==> src/rtl/ace_pkg.sv <==
`default_nettype none

package ace_pkg;

    localparam int unsigned BG_BASE_LOW  = 40;
    localparam int unsigned BG_BASE_HIGH = 92;
    localparam int unsigned FG_BASE_LOW  = 30;
    localparam int unsigned FG_BASE_HIGH = 82;
    localparam int unsigned DIGIT_ZERO   = 48;
    localparam int unsigned BRIGHT_FIRST = 8;

    localparam logic [7:0] ESC_CHAR     = 8'h1B;
    localparam logic [7:0] LBRACKET     = 8'h5B;
    localparam logic [7:0] SEMICOLON    = 8'h3B;
    localparam logic [7:0] SGR_FINAL    = 8'h6D;
    localparam logic [7:0] HOME_FINAL   = 8'h48;
    localparam logic [7:0] NEWLINE_CHAR = 8'h0A;

    localparam logic [7:0] DIGIT_BASE     = 8'(DIGIT_ZERO);
    localparam logic [7:0] BG_LOW_TENS    = 8'(DIGIT_ZERO + BG_BASE_LOW / 10);
    localparam logic [7:0] BG_HIGH_HUNDS  = 8'(DIGIT_ZERO + (BG_BASE_HIGH + BRIGHT_FIRST) / 100);
    localparam logic [7:0] BG_HIGH_TENS   =
        8'(DIGIT_ZERO + ((BG_BASE_HIGH + BRIGHT_FIRST) / 10) % 10);
    localparam logic [7:0] FG_LOW_TENS    = 8'(DIGIT_ZERO + FG_BASE_LOW / 10);
    localparam logic [7:0] FG_HIGH_TENS   =
        8'(DIGIT_ZERO + ((FG_BASE_HIGH + BRIGHT_FIRST) / 10) % 10);

    localparam logic [2:0] HDR_LAST = 3'd6;

    typedef enum logic [3:0] {
        PH_HDR,
        PH_ESC,
        PH_LBR,
        PH_BG_HUNDS,
        PH_BG_TENS,
        PH_BG_ONES,
        PH_SEMI,
        PH_FG_TENS,
        PH_FG_ONES,
        PH_SGR_END,
        PH_CHAR,
        PH_NEWLINE
    } phase_t;

    typedef struct packed {
        logic [7:0] cell_char;
        logic [3:0] fore_color;
        logic [3:0] back_color;
        logic       header;
        logic       bg_dif;
        logic       fg_dif;
        logic       row_end;
    } cmd_t;

    function automatic logic [7:0] header_byte(input logic [2:0] idx);
        logic [7:0] b;
        case (idx)
            3'd0:    b = ESC_CHAR;
            3'd1:    b = LBRACKET;
            3'd2:    b = HOME_FINAL;
            3'd3:    b = ESC_CHAR;
            3'd4:    b = LBRACKET;
            3'd5:    b = DIGIT_BASE;
            default: b = SGR_FINAL;
        endcase
        return b;
    endfunction

endpackage

`default_nettype wire

==> src/rtl/ansi_color_cell_encoder_top.sv <==
`default_nettype none

// Channel   Handshake             Payload
// in        in_valid / in_stall   cell_char, fore_color, back_color, frame_start, row_end
// out       out_valid / out_stall out_byte, last_byte
//
// The back end sends one byte per cycle unless the output stalls, and a request
// yields from 1 to 18 bytes. Requests that output only their character follow
// each other every cycle without stalls. A two-entry queue lets requests arrive while
// earlier bytes are still going out. Reset clears the remembered colors.
// An output stall holds the current byte, and a full queue stalls the input.

module ansi_color_cell_encoder_top
    import ace_pkg::*;
(
    input  wire logic       clk,
    input  wire logic       rst_n,
    input  wire logic       in_valid,
    output logic            in_stall,
    input  wire logic [7:0] cell_char,
    input  wire logic [3:0] fore_color,
    input  wire logic [3:0] back_color,
    input  wire logic       frame_start,
    input  wire logic       row_end,
    output logic            out_valid,
    input  wire logic       out_stall,
    output logic [7:0]      out_byte,
    output logic            last_byte
);

    logic push;
    logic pop;
    logic q_full;
    logic q_valid;
    cmd_t push_cmd;
    cmd_t head_cmd;

    ace_front u_front (
        .clk        (clk),
        .rst_n      (rst_n),
        .in_valid   (in_valid),
        .in_stall   (in_stall),
        .cell_char  (cell_char),
        .fore_color (fore_color),
        .back_color (back_color),
        .frame_start(frame_start),
        .row_end    (row_end),
        .q_full     (q_full),
        .push       (push),
        .push_cmd   (push_cmd)
    );

    ace_cmd_queue u_queue (
        .clk     (clk),
        .rst_n   (rst_n),
        .push    (push),
        .push_cmd(push_cmd),
        .pop     (pop),
        .q_full  (q_full),
        .q_valid (q_valid),
        .head_cmd(head_cmd)
    );

    ace_back u_back (
        .clk      (clk),
        .rst_n    (rst_n),
        .q_valid  (q_valid),
        .head_cmd (head_cmd),
        .pop      (pop),
        .out_valid(out_valid),
        .out_stall(out_stall),
        .out_byte (out_byte),
        .last_byte(last_byte)
    );

endmodule

`default_nettype wire

==> src/rtl/ace_front.sv <==
`default_nettype none

module ace_front
    import ace_pkg::*;
(
    input  wire logic       clk,
    input  wire logic       rst_n,
    input  wire logic       in_valid,
    output logic            in_stall,
    input  wire logic [7:0] cell_char,
    input  wire logic [3:0] fore_color,
    input  wire logic [3:0] back_color,
    input  wire logic       frame_start,
    input  wire logic       row_end,
    input  wire logic       q_full,
    output logic            push,
    output cmd_t            push_cmd
);

    logic [3:0] sent_fore_reg, sent_fore_next;
    logic [3:0] sent_back_reg, sent_back_next;
    logic       known_reg, known_next;
    logic       known_eff;
    logic       bg_dif;
    logic       fg_dif;

    assign in_stall  = q_full;
    assign push      = in_valid && !q_full;
    assign known_eff = known_reg && !frame_start;
    assign bg_dif    = !known_eff || (back_color != sent_back_reg);
    assign fg_dif    = !known_eff || (fore_color != sent_fore_reg);

    always_comb
    begin
        push_cmd.cell_char  = cell_char;
        push_cmd.fore_color = fore_color;
        push_cmd.back_color = back_color;
        push_cmd.header     = frame_start;
        push_cmd.bg_dif     = bg_dif;
        push_cmd.fg_dif     = fg_dif;
        push_cmd.row_end    = row_end;

        sent_fore_next = sent_fore_reg;
        sent_back_next = sent_back_reg;
        known_next     = known_reg;
        if (push && (bg_dif || fg_dif))
        begin
            sent_fore_next = fore_color;
            sent_back_next = back_color;
            known_next     = 1'b1;
        end
    end

    always_ff @(posedge clk or negedge rst_n)
    begin
        if (!rst_n)
        begin
            sent_fore_reg <= '0;
            sent_back_reg <= '0;
            known_reg     <= 1'b0;
        end
        else
        begin
            sent_fore_reg <= sent_fore_next;
            sent_back_reg <= sent_back_next;
            known_reg     <= known_next;
        end
    end

endmodule

`default_nettype wire

==> src/rtl/ace_cmd_queue.sv <==
`default_nettype none

module ace_cmd_queue
    import ace_pkg::*;
(
    input  wire logic clk,
    input  wire logic rst_n,
    input  wire logic push,
    input  wire cmd_t push_cmd,
    input  wire logic pop,
    output logic      q_full,
    output logic      q_valid,
    output cmd_t      head_cmd
);

    cmd_t       slot_mem [2];
    logic       wr_ptr_reg, wr_ptr_next;
    logic       rd_ptr_reg, rd_ptr_next;
    logic [1:0] count_reg, count_next;

    assign q_full   = (count_reg == 2'd2);
    assign q_valid  = (count_reg != 2'd0);
    assign head_cmd = slot_mem[rd_ptr_reg];

    always_comb
    begin
        wr_ptr_next = push ? !wr_ptr_reg : wr_ptr_reg;
        rd_ptr_next = pop ? !rd_ptr_reg : rd_ptr_reg;
        count_next  = count_reg;
        if (push && !pop)
        begin
            count_next = count_reg + 2'd1;
        end
        else if (pop && !push)
        begin
            count_next = count_reg - 2'd1;
        end
    end

    always_ff @(posedge clk)
    begin
        if (push)
        begin
            slot_mem[wr_ptr_reg] <= push_cmd;
        end
    end

    always_ff @(posedge clk or negedge rst_n)
    begin
        if (!rst_n)
        begin
            wr_ptr_reg <= 1'b0;
            rd_ptr_reg <= 1'b0;
            count_reg  <= '0;
        end
        else
        begin
            wr_ptr_reg <= wr_ptr_next;
            rd_ptr_reg <= rd_ptr_next;
            count_reg  <= count_next;
        end
    end

endmodule

`default_nettype wire

==> src/rtl/ace_back.sv <==
`default_nettype none

module ace_back
    import ace_pkg::*;
(
    input  wire logic       clk,
    input  wire logic       rst_n,
    input  wire logic       q_valid,
    input  wire cmd_t       head_cmd,
    output logic            pop,
    output logic            out_valid,
    input  wire logic       out_stall,
    output logic [7:0]      out_byte,
    output logic            last_byte
);

    phase_t     phase_reg, phase_next;
    phase_t     cur_phase;
    phase_t     step_phase;
    logic       active_reg, active_next;
    logic [2:0] hdr_cnt_reg, hdr_cnt_next;
    logic [2:0] cur_cnt;
    logic       out_valid_reg, out_valid_next;
    logic [7:0] out_byte_reg, out_byte_next;
    logic       last_byte_reg, last_byte_next;
    logic       emit;
    logic       is_last;
    logic [7:0] cur_byte;
    logic       any_dif;

    assign any_dif   = head_cmd.bg_dif || head_cmd.fg_dif;
    assign emit      = q_valid && (!out_valid_reg || !out_stall);
    assign pop       = emit && is_last;
    assign out_valid = out_valid_reg;
    assign out_byte  = out_byte_reg;
    assign last_byte = last_byte_reg;

    always_comb
    begin
        if (active_reg)
        begin
            cur_phase = phase_reg;
            cur_cnt   = hdr_cnt_reg;
        end
        else
        begin
            cur_cnt = 3'd0;
            if (head_cmd.header)
            begin
                cur_phase = PH_HDR;
            end
            else if (any_dif)
            begin
                cur_phase = PH_ESC;
            end
            else
            begin
                cur_phase = PH_CHAR;
            end
        end

        is_last    = 1'b0;
        step_phase = cur_phase;
        cur_byte   = head_cmd.cell_char;
        unique case (cur_phase)
            PH_HDR:
            begin
                cur_byte = header_byte(cur_cnt);
                if (cur_cnt != HDR_LAST)
                begin
                    step_phase = PH_HDR;
                end
                else if (any_dif)
                begin
                    step_phase = PH_ESC;
                end
                else
                begin
                    step_phase = PH_CHAR;
                end
            end
            PH_ESC:
            begin
                cur_byte   = ESC_CHAR;
                step_phase = PH_LBR;
            end
            PH_LBR:
            begin
                cur_byte = LBRACKET;
                if (!head_cmd.bg_dif)
                begin
                    step_phase = PH_FG_TENS;
                end
                else if (head_cmd.back_color[3])
                begin
                    step_phase = PH_BG_HUNDS;
                end
                else
                begin
                    step_phase = PH_BG_TENS;
                end
            end
            PH_BG_HUNDS:
            begin
                cur_byte   = BG_HIGH_HUNDS;
                step_phase = PH_BG_TENS;
            end
            PH_BG_TENS:
            begin
                cur_byte   = head_cmd.back_color[3] ? BG_HIGH_TENS : BG_LOW_TENS;
                step_phase = PH_BG_ONES;
            end
            PH_BG_ONES:
            begin
                cur_byte   = DIGIT_BASE + {5'd0, head_cmd.back_color[2:0]};
                step_phase = head_cmd.fg_dif ? PH_SEMI : PH_SGR_END;
            end
            PH_SEMI:
            begin
                cur_byte   = SEMICOLON;
                step_phase = PH_FG_TENS;
            end
            PH_FG_TENS:
            begin
                cur_byte   = head_cmd.fore_color[3] ? FG_HIGH_TENS : FG_LOW_TENS;
                step_phase = PH_FG_ONES;
            end
            PH_FG_ONES:
            begin
                cur_byte   = DIGIT_BASE + {5'd0, head_cmd.fore_color[2:0]};
                step_phase = PH_SGR_END;
            end
            PH_SGR_END:
            begin
                cur_byte   = SGR_FINAL;
                step_phase = PH_CHAR;
            end
            PH_CHAR:
            begin
                cur_byte   = head_cmd.cell_char;
                step_phase = PH_NEWLINE;
                is_last    = !head_cmd.row_end;
            end
            PH_NEWLINE:
            begin
                cur_byte = NEWLINE_CHAR;
                is_last  = 1'b1;
            end
            default:
            begin
                cur_byte = head_cmd.cell_char;
                is_last  = 1'b1;
            end
        endcase

        phase_next     = phase_reg;
        active_next    = active_reg;
        hdr_cnt_next   = hdr_cnt_reg;
        out_valid_next = out_valid_reg && out_stall;
        out_byte_next  = out_byte_reg;
        last_byte_next = last_byte_reg;
        if (emit)
        begin
            out_valid_next = 1'b1;
            out_byte_next  = cur_byte;
            last_byte_next = is_last;
            active_next    = !is_last;
            phase_next     = step_phase;
            hdr_cnt_next   = (cur_phase == PH_HDR) ? cur_cnt + 3'd1 : cur_cnt;
        end
    end

    always_ff @(posedge clk or negedge rst_n)
    begin
        if (!rst_n)
        begin
            phase_reg     <= PH_HDR;
            active_reg    <= 1'b0;
            hdr_cnt_reg   <= '0;
            out_valid_reg <= 1'b0;
        end
        else
        begin
            phase_reg     <= phase_next;
            active_reg    <= active_next;
            hdr_cnt_reg   <= hdr_cnt_next;
            out_valid_reg <= out_valid_next;
        end
    end

    always_ff @(posedge clk)
    begin
        out_byte_reg  <= out_byte_next;
        last_byte_reg <= last_byte_next;
    end

endmodule

`default_nettype wire

==> config.mk <==
export PLATFORM = sky130hd
export DESIGN_NAME = ansi_color_cell_encoder_top
export DESIGN_NICKNAME = d
export VERILOG_FILES = /design/src/rtl/ace_pkg.sv /design/src/rtl/ansi_color_cell_encoder_top.sv /design/src/rtl/ace_front.sv /design/src/rtl/ace_cmd_queue.sv /design/src/rtl/ace_back.sv
export SDC_FILE = /design/constraint.sdc
export NUM_CORES = 1
export LEC_CHECK = 0
export BUFFER_PORTS_ARGS = -buffer_cell sky130_fd_sc_hd__buf_2
export CORE_MARGIN = 4
export CORE_UTILIZATION = 56
export CTS_CLUSTER_DIAMETER = 200
export DETAILED_ROUTE_END_ITERATION = 8
export HOLD_SLACK_MARGIN = 0.1
export PLACE_DENSITY = 0.75
export SYNTH_ARGS = -nofsm -noshare
export SYNTH_HDL_FRONTEND = slang
export SYNTH_HIERARCHICAL = 1
export SYNTH_SLANG_ARGS = --single-unit
==> constraint.sdc <==
create_clock -name clk -period 3.65 [get_ports clk]
set_input_delay 0.1825 -clock clk [delete_from_list [all_inputs] [get_ports clk]]
set_output_delay 0.1825 -clock clk [all_outputs]
set_load 0.02 [all_outputs]
* After elaboration in Yosys (flattened, before gate mapping)
Memory sizes are Yosys's and may differ from the RTL's.
Index checks and enable logic that the tools add are counted.
** Operators by class
- Add/sub/neg operators :: 5
- Equal/unequal tests :: 20
- Muxes and demuxes :: 20
- Reduce and logical (&&, ||, !) cells :: 31
** Operator list (count)
- $pmux 8 s11 :: 1
- $pmux 4 s11 :: 1
- $mux 4 :: 7
- $pmux 7 s4 :: 1
- $eq 4x3->1 const B :: 4
- $eq 4x4->1 const B :: 4
- $add 6x3->7 const A :: 2
- $mux 3 :: 4
- $logic_not 1->1 :: 11
- $reduce_or 10->1 :: 1
- $eq 4x2->1 const B :: 2
- $logic_and 1x1->1 :: 8
- $ne 4x4->1 :: 2
- $eq 3x2->1 const B :: 2
- $eq 3x3->1 const B :: 2
- $logic_or 1x1->1 :: 5
- $eq 4x1->1 const B :: 1
- $logic_not 4->1 :: 1
- $mux 2 :: 2
- $reduce_bool 2->1 :: 2
- $reduce_or 2->1 :: 2
- $add 3x1->3 const B :: 1
- $eq 3x1->1 const B :: 1
- $logic_not 3->1 :: 1
- 6 further kinds :: 8
** Storage, ports and cells
- Bits in registers :: 31
- RAM bits :: 40
- Input port bits :: 22
- Output and inout port bits :: 11
- Word-level logic and storage cells :: 89
- Memories kept :: 1
** Memory list
- u_queue.slot_mem :: depth 2, width 20, read ports 1, clocked after memory_dff 0, wr ports 1, RTL line ace_cmd_queue.sv:16 : cmd_t slot_mem [2];

* Depth between registers and ports, before layout
Gate-level depths: netlist (run 1).
An unclocked memory read counts as a cell.
- Word-level depth :: 12
- Gate-level depth with buffers :: 11
- Depth with buffers taken out :: 10

* Cells and area by module
The synthesis (run 1) kept the hierarchy.
** By module, submodules not included
- ace_cmd_queue :: instances 1, cells an instance 78, area each 1709.1 um2, seq. area each 1301.2 um2
- ace_back :: instances 1, cells an instance 178, area each 1604.0 um2, seq. area each 495.5 um2
- ace_front :: instances 1, cells an instance 60, area each 683.2 um2, seq. area each 225.2 um2

* Worst setup path after synthesis (run 1)
Ideal clock, no wire load.
- Kind :: reg2reg
- Start point :: register u_queue.rd_ptr_reg
- End point :: register u_queue.count_reg[1]
- Library setup time :: 0.079 ns
- Arrival :: 2.417 ns
- Data required time :: 3.571 ns
- Setup slack :: 1.154 ns
- Cell stages (with the launch flop) :: 10
- Path buffers :: 1
- Clock period less this slack :: 2.496 ns
- Path through :: dfrtp_1 > buf_6 > mux2_4 > or4_4 > o22ai_1 > and2_1 > inv_1 > ha_1 > nor2_1 > xor2_1
** RTL lines
- from (decl) :: RTL line ace_cmd_queue.sv:18 : logic rd_ptr_reg, rd_ptr_next;
- from (signal assigned) :: RTL line ace_cmd_queue.sv:59 : rd_ptr_reg <= rd_ptr_next;
- to (signal assigned) :: RTL line ace_cmd_queue.sv:60 : count_reg <= count_next;
- to (decl) :: RTL line ace_cmd_queue.sv:19 : logic [1:0] count_reg, count_next;

==> flow_metrics.env, run 1 <==
export IMPL_run_status="finished, final reports clean"
export IMPL_rsz0062_at_grt="false"
export IMPL_ys_ff_latch=71
export IMPL_end_kind="register"
export IMPL_detailroute_via_count=2503
export IMPL_power_density_nw_per_um2=847.3
export IMPL_crit_required_ns=3.92
export IMPL_syn_inst=316
export IMPL_post_route_min_period_ns=2.814
export IMPL_io_pins=33
export IMPL_seq_area_frac_synth_pct=50.59
export IMPL_diodes=0
export IMPL_ys_types=68
export IMPL_htreeDepth=3
export IMPL_die_h_um=92.48
export IMPL_initial_core_util_pct=58.18
export IMPL_cp_start_kind="register"
export IMPL_core_area_um2=6869
export IMPL_layout_commonest_cell="edfxtp_1"
export IMPL_cts_tree="built"
export IMPL_cts_reportedPaths_clkPinSlew_ns=0.08
export IMPL_cellLeakagePower_nw=1.764
export IMPL_largest_reg_flops=40
export IMPL_finClkSkew_ns=0.007250
export IMPL_syn2layout_area_growth_pct=12.05
export IMPL_syn_nets=344
export IMPL_cts_sinks=71
export IMPL_die_area_um2=8552
export IMPL_postCtsResizedCells=0
export IMPL_hpwl_mm=5.029
export IMPL_cts_hold_fix_buffers=20
export IMPL_final_nets=375
export IMPL_period_share_pct=77.10
export IMPL_die_w_um=92.48
export IMPL_grt_use_total_pct=19.04
export IMPL_fin_cells=448
export IMPL_peakVddDrop_v=0.0005992
export IMPL_cts_buffers_inserted=9
export IMPL_cp_slowest_cell="dfrtp_1"
export IMPL_yosysTopAreaCell="edfxtp_1"
export IMPL_antenna_found_initial=0
export IMPL_grt_first_pass_wirelength_mm=12.59
export IMPL_ys_flop_type="edfxtp_1"
export IMPL_clock_root_buffer="clkbuf_8"
export IMPL_worstHoldPathType="in -> reg"
export IMPL_crit_chain="mux2_4 -> or4_4 -> o22ai_1 -> and2_1 -> inv_1 -> ha_1 -> xor2_1 -> nor2_1 -> xor2_1"
export IMPL_first_iter_violations=188
export IMPL_wl_per_cell_um=16.67
export IMPL_cp_arrival_ns=3.08
export IMPL_timing_final_hold_violations=0
export IMPL_criticalPathCategory="reg -> reg"
export IMPL_tns_ns=0
export IMPL_crit_top_cell="xor2_1"
export IMPL_place_congestion=0.8676
export IMPL_synth_area_um2=3996
export IMPL_synth_edff_count=49
export IMPL_clock_fmax_ghz=0.3554
export IMPL_placedCellCount=412
export IMPL_slew_limit_headroom_pct=39.52
export IMPL_clkLatencyLatePin_ns=0.35
export IMPL_port_buffers=32
export IMPL_drive_above_1_share_pct=27.27
export IMPL_ant_nets=0
export IMPL_grt_ovfl_total=0
export IMPL_clockBufferDepth=2
export IMPL_finalSetupViolCount=0
export IMPL_final_cell_mix="edfxtp_1, buf_2, mux2_4"
export IMPL_avgSynthCellArea_um2=12.65
export IMPL_synth_top_area_share_pct=36.82
export IMPL_placementRows=30
export IMPL_max_slew_worst_pin_slew_ns=0.9072
export IMPL_crit_path_max_fanout=10
export IMPL_grt_pass1_vias=2545
export IMPL_netlist_top_cells_area="edfxtp_1, dfrtp_1, mux2_4"
export IMPL_vias_per_cell=5.587
export IMPL_max_stage_delay_ns=0.66
export IMPL_post_cts_buffers=0
export IMPL_wl_mm=7.470
export IMPL_maxSlewViolCount=0
export IMPL_cap_violations=0
export IMPL_drcViolationCount=0
export IMPL_drt_pre_antenna_iters=5
export IMPL_synthArstFlopShare_pct=30.99
export IMPL_grt_max_degree=25
export IMPL_ys_warn_count=6
## critical path: cells and delay by family, from the launching register on
family	cells	cell delay, ns
AND/OR/NAND/NOR	3	0.90
flip-flops	1	0.66
multiplexers	1	0.39
XOR/XNOR	2	0.29
AO/OA/AOI/OAI	1	0.27
adder cells (fa/ha/maj)	1	0.18
buffers and inverters	1	0.05
## path summary, 6_finish.rpt
check / start / endpoint / slack, ns / depth (start not counted)
worst max-delay path: u_queue/rd_ptr_reg / u_queue/count_reg[1] / 0.84 / 9
worst min-delay path: in_valid / u_queue/wr_ptr_reg / 0.34 / 4
worst max register to register: u_queue/rd_ptr_reg / u_queue/count_reg[1] / 0.84 / 9
worst min register to register: u_queue/wr_ptr_reg / u_queue/wr_ptr_reg / 0.49 / 1
max in group asynchronous: rst_n / u_front/sent_fore_reg[0] / 2.96 / 2
min in group asynchronous: rst_n / u_back/phase_reg[2] / 0.35 / 2
## layer usage
layer,global-route usage [%],wire length [µm],up-vias
met5,0,0,-
met4,10.15,204,0
met3,4.549,322,17
met2,29.91,3699,80
met1,24.39,3243,1197
li1,-,-,1209
## metrics by stage
stage,setup slack [ns],instance area (µm²),hold slack (ns),power [mW],util [%]
after floorplan,1.154,3996,-0.1131,2.769,-
after global placement,0.9019,4050,0.1878,3.042,58.96
after detailed placement,0.8514,4050,0.1987,3.073,58.96
after CTS,0.8123,4478,0.3141,3.806,65.19
after global routing,0.6445,4478,0.3788,4.039,65.19
final,0.8360,4478,0.3352,3.794,65.19
## report_power, final
group          switching (mW)  internal (mW)
Combinational           0.846          0.771
Clock                   0.313          0.393
Sequential              0.288           1.18
## cell type report
type / instances / area (µm²)
fill: 498 / 2391
sequential: 71 / 2022
multi-input combinational: 195 / 1665
timing repair buffer: 56 / 390.4
clock buffer: 9 / 123.9
tap: 96 / 120.1
clock inverter: 7 / 103.9
inverter: 14 / 52.55
## cell families (layout without fill, tap and decap cells)
kind of cell	Yosys count	count (layout)	synth area share, %
muxes	29	29	10.30
DFF	71	71	50.59
and+or+nand+nor	81	81	13.43
xor gates and xnor gates	11	11	2.411
buffers and inverters	50	86	7.733
AOI/OAI and AO/OA	68	68	13.65
adders and majority gates	6	6	1.878
## synthesized netlist by cell type, drive strengths merged (3+ instances only)
cell type  number
edfxtp         49
buf            33
mux2           28
dfrtp          22
nand2          16
inv            14
o21ai          14
a21oi          10
nand2b          8
nor2b           8
xor2            8
nor2            7
a31oi           6
ha              6
and2            5
or2             5
or3             4
a211oi          3
a21o            3
a22o            3
and3b           3
clkbuf          3
nand3           3
nand3b          3
o22ai           3
or2b            3
xnor2           3
No activity file was read; power rests on OpenSTA's default activity.
==> run 2: changes to the inputs <==
Clock period 3.65 ns to 2.7 ns, I/O delays scaled along.
==> flow_metrics.env, run 2 (synthesis gave the netlist of run 1 again) <==
export IMPL_fillers=503
export IMPL_drive_above_1_share_pct=28.09
export IMPL_grt_use_total_pct=19.05
export IMPL_grt_ovfl_total=0
export IMPL_end_kind="register"
export IMPL_grt_pass1_vias=2543
export IMPL_initial_core_util_pct=58.18
export IMPL_clockBufferDepth=2
export IMPL_power_density_nw_per_um2=1150
export IMPL_wl_per_cell_um=16.42
export IMPL_clock_root_buffer="clkbuf_8"
export IMPL_place_congestion=0.9249
export IMPL_maxSlewViolCount=0
export IMPL_die_h_um=92.48
export IMPL_cellLeakagePower_nw=1.785
export IMPL_peakVddDrop_v=0.0006257
export IMPL_final_cell_mix="edfxtp_1, buf_2, mux2_4"
export IMPL_vias_per_cell=5.540
export IMPL_detailroute_via_count=2504
export IMPL_tns_ns=0
export IMPL_max_slew_worst_pin_slew_ns=0.7186
export IMPL_clock_fmax_ghz=0.3931
export IMPL_timing_rr_start="u_queue/rd_ptr_reg"
export IMPL_placementRows=30
export IMPL_period_share_pct=94.22
export IMPL_post_route_min_period_ns=2.544
export IMPL_post_cts_buffers=0
export IMPL_cts_buffers_inserted=9
export IMPL_wl_mm=7.424
export IMPL_rsz0062_at_grt="false"
export IMPL_worstHoldPathType="in -> reg"
export IMPL_run_status="finished, final reports clean"
export IMPL_r2r_end="u_queue/count_reg[1]"
export IMPL_core_area_um2=6869
export IMPL_grt_max_degree=30
export IMPL_hold_end="u_queue/wr_ptr_reg"
export IMPL_crit_required_ns=2.97
export IMPL_cap_violations=0
export IMPL_diodes=0
export IMPL_finalSetupViolCount=0
export IMPL_cts_tree="built"
export IMPL_hold_depth=4
export IMPL_criticalPathCategory="reg -> reg"
export IMPL_layout_commonest_cell="edfxtp_1"
export IMPL_die_w_um=92.48
export IMPL_port_buffers=32
export IMPL_min_from="in_valid"
export IMPL_cts_sinks=71
export IMPL_drcViolationCount=0
export IMPL_cp_start_kind="register"
export IMPL_antenna_found_initial=0
export IMPL_cts_reportedPaths_clkPinSlew_ns=0.08
export IMPL_finClkSkew_ns=0.007132
export IMPL_ant_nets=0
export IMPL_final_nets=379
export IMPL_largest_reg_flops=40
export IMPL_grt_first_pass_wirelength_mm=12.57
export IMPL_die_area_um2=8552
export IMPL_htreeDepth=3
export IMPL_post_dp_cell_area_um2=4080
export IMPL_final_cell_area_um2=4508
export IMPL_crit_path_max_fanout=6
export IMPL_cp_arrival_ns=2.81
export IMPL_r2r_setup_slack_ns=0.16
export IMPL_hold_ws_ns=0.2761
export IMPL_drt_pre_antenna_iters=4
export IMPL_timing_final_hold_violations=0
export IMPL_hpwl_mm=5.059
export IMPL_syn2layout_area_growth_pct=12.81
export IMPL_clkLatencyLatePin_ns=0.35
export IMPL_first_iter_violations=186
export IMPL_r2r_cells=9
export IMPL_io_pins=33
export IMPL_slew_limit_headroom_pct=52.09
[run 2: cell types whose count changed in the layout (fill, tap and decap cells not counted)]
cell      previous run  this run
buf_4                4         8
clkinv_4             1         0
inv_6                1         2
[run 2: report_power, final]
part	switching [mW]	total [mW]	internal (mW)
Combinational	1.20	2.28	1.07
Clock	0.441	0.974	0.533
Sequential	0.337	1.94	1.60
[run 2: worst max path at each step]
| stage | startpoint | slack, ns | end | depth (start not counted) |
|---|---|---|---|---|
| detailed placement | u_queue/rd_ptr_reg | 0.17 | u_queue/count_reg[1] | 8 |
| CTS | u_queue/rd_ptr_reg | 0.14 | u_queue/count_reg[1] | 9 |
| floorplan | u_queue/rd_ptr_reg | 0.20 | u_queue/count_reg[1] | 9 |
| global route | u_queue/rd_ptr_reg | 0.01 | u_queue/count_reg[1] | 8 |
| global placement | u_queue/rd_ptr_reg | 0.25 | u_queue/count_reg[1] | 8 |
| finish | u_queue/rd_ptr_reg | 0.16 | u_queue/count_reg[1] | 9 |
[run 2: routing by layer]
metal  wire length, µm  vias up  GRT usage, %
li1                  -     1215             -
met1              3226     1206         24.81
met2              3692       69         30.03
met3               326       14         4.305
met4               178        0         9.282
met5                 0        -             0
[run 2: worst max-delay path, stage by stage (launching register included)]
cell	delay, ns
dfrtp_1	0.48
mux2_4	0.37
or4_4	0.58
o22ai_1	0.19
and2_1	0.21
inv_1	0.06
ha_1	0.18
xor2_1	0.14
nor2_1	0.11
xor2_1	0.15
[run 2: final cells by class]
cell class	count	area, µm²	share of cell area [%]
flip-flops and latches	71	2022	44.85
multi-input cells	195	1665	36.94
repair buffers	60	420.4	9.326
clock buffers	9	123.9	2.748
well taps	96	120.1	2.664
clock inverters	7	103.9	2.304
inverters	14	52.55	1.166
[run 2: metrics by stage]
stage | instances | worst slack [ns] | utilization, % | total power, mW
final | 452 | 0.1560 | 65.63 | 5.184
after global routing | 452 | 0.01338 | 65.63 | 5.524
after CTS | 452 | 0.1361 | 65.63 | 5.205
after detailed placement | 416 | 0.1687 | 59.40 | 4.195
after global placement | 416 | 0.2453 | 59.40 | 4.154
after floorplan | 316 | 0.2041 | - | 3.743
[run 2: what timing repair did]
item | 4_1_cts | 5_1_grt
gates resized for setup | 0 | 0
hold endpoints to repair | 67 | 0
endpoints found under the setup margin | 0 | 0
hold buffers | 20 | 0
==> run 3: changes to the inputs <==
==> constraint.sdc (replaced) <==
create_clock -name clk -period 2.7 [get_ports clk]
set_input_delay 0.405 -clock clk [delete_from_list [all_inputs] [get_ports clk]]
set_output_delay 0.405 -clock clk [all_outputs]
set_load 0.02 [all_outputs]
==> flow_metrics.env, run 3 (synthesis gave the netlist of run 1 again) <==
export IMPL_run_status="finished, final reports clean"
export IMPL_tns_ns=0
export IMPL_cellLeakagePower_nw=1.706
export IMPL_crit_required_ns=2.98
export IMPL_grt_first_pass_wirelength_mm=12.22
export IMPL_placementRows=30
export IMPL_cts_reportedPaths_clkPinSlew_ns=0.08
export IMPL_grt_use_total_pct=18.31
export IMPL_core_area_um2=6869
export IMPL_timing_final_hold_violations=0
export IMPL_r2r_setup_slack_ns=0.13
export IMPL_place_congestion=0.9249
export IMPL_antenna_found_initial=0
export IMPL_grt_max_degree=30
export IMPL_end_kind="register"
export IMPL_startpoint="u_queue/rd_ptr_reg"
export IMPL_placedCellCount=416
export IMPL_wl_per_cell_um=17.09
export IMPL_final_cell_mix="edfxtp_1, buf_2, mux2_4"
export IMPL_first_iter_violations=209
export IMPL_slew_limit_headroom_pct=50.87
export IMPL_cts_tree="built"
export IMPL_max_slew_worst_pin_slew_ns=0.7370
export IMPL_die_area_um2=8552
export IMPL_detailroute_via_count=2491
export IMPL_cap_violations=0
export IMPL_vias_per_cell=5.753
export IMPL_peakVddDrop_v=0.0005760
export IMPL_grt_ovfl_total=0
export IMPL_die_h_um=92.48
export IMPL_io_pins=33
export IMPL_fillers=515
export IMPL_timing_rr_start="u_queue/rd_ptr_reg"
export IMPL_final_nets=360
export IMPL_finClkSkew_ns=0.01380
export IMPL_cts_sinks=71
export IMPL_drt_pre_antenna_iters=4
export IMPL_clkLatencyLatePin_ns=0.36
export IMPL_r2r_cells=9
export IMPL_postCtsResizedCells=0
export IMPL_grt_pass1_vias=2445
export IMPL_post_route_min_period_ns=2.574
export IMPL_crit_end="u_queue/count_reg[1]"
export IMPL_hpwl_mm=5.037
export IMPL_clock_fmax_ghz=0.3886
export IMPL_diodes=0
export IMPL_period_share_pct=95.32
export IMPL_ant_nets=0
export IMPL_rsz0062_at_grt="false"
export IMPL_criticalPathCategory="reg -> reg"
export IMPL_drive_above_1_share_pct=29.67
export IMPL_drcViolationCount=0
export IMPL_syn2layout_area_growth_pct=8.046
export IMPL_cp_arrival_ns=2.85
export IMPL_cts_buffers_inserted=9
export IMPL_initial_core_util_pct=58.18
export IMPL_port_buffers=32
export IMPL_clockBufferDepth=2
export IMPL_clock_root_buffer="clkbuf_8"
export IMPL_post_cts_buffers=0
export IMPL_wl_mm=7.400
export IMPL_largest_reg_flops=40
export IMPL_die_w_um=92.48
export IMPL_worstHoldPathType="in -> reg"
export IMPL_htreeDepth=3
export IMPL_crit_path_max_fanout=6
export IMPL_hold_depth=1
export IMPL_r2r_end="u_queue/count_reg[1]"
export IMPL_power_density_nw_per_um2=1202
export IMPL_hold_ws_ns=0.2347
export IMPL_maxSlewViolCount=0
export IMPL_layout_commonest_cell="edfxtp_1"
export IMPL_fin_cells=433
export IMPL_finalSetupViolCount=0
export IMPL_cp_start_kind="register"
-- run 3: through the flow --
stage	instance area, µm²	power [mW]	setup WS (ns)	util [%]
after global placement	4080	4.154	0.2453	59.40
after floorplan	3996	3.743	0.2041	-
after detailed placement	4080	4.202	0.1648	59.40
after CTS	4318	5.198	0.1361	62.86
final	4318	5.191	0.1265	62.86
after global routing	4318	5.497	0.02767	62.86
-- run 3: area by class of cell --
type | count | area (µm²) | area share, %
sequential | 71 | 2022 | 46.83
multi-input combinational | 195 | 1665 | 38.57
timing repair buffer | 41 | 230.2 | 5.332
clock buffer | 9 | 123.9 | 2.869
tap | 96 | 120.1 | 2.782
clock inverter | 7 | 103.9 | 2.405
inverter | 14 | 52.55 | 1.217
-- run 3: layer usage --
metal	vias up	track usage, %	wire length [µm]
met5	-	0	0
met3	11	3.412	318
met4	0	8.168	160
met1	1228	24.15	3276
li1	1182	-	-
met2	70	29.43	3644
-- run 3: power breakdown --
group / leakage (nW) / switching, mW / internal (mW)
clock: 0.108 / 0.451 / 0.533
combinational: 0.889 / 1.21 / 1.06
sequential: 0.708 / 0.341 / 1.60
-- run 3: worst min-delay path by stage --
stage                               to          from  slack (ns)
2_1_floorplan        u_back/active_reg         rst_n        0.11
3_3_place_gp          u_back/out_valid         rst_n        0.41
3_5_place_dp          u_back/out_valid         rst_n        0.42
4_1_cts        u_queue/slot_mem[1][13]  cell_char[1]        0.22
5_1_grt        u_queue/slot_mem[1][12]  cell_char[0]        0.22
6_report       u_queue/slot_mem[0][13]  cell_char[1]        0.23
-- run 3: repair_timing --
item | 4_1_cts | 5_1_grt
endpoints found under the hold margin | 22 | 0
hold buffers | 1 | 0
setup endpoints to repair | 0 | 0
-- run 3: worst max-delay path, stage by stage (launching register included) --
cell and delay, ns:
dfrtp_1 0.48, mux2_4 0.37, or4_4 0.58, o22ai_1 0.21, and2_1 0.22, inv_1 0.06
ha_1 0.18, xor2_1 0.14, nor2_1 0.11, xor2_1 0.15
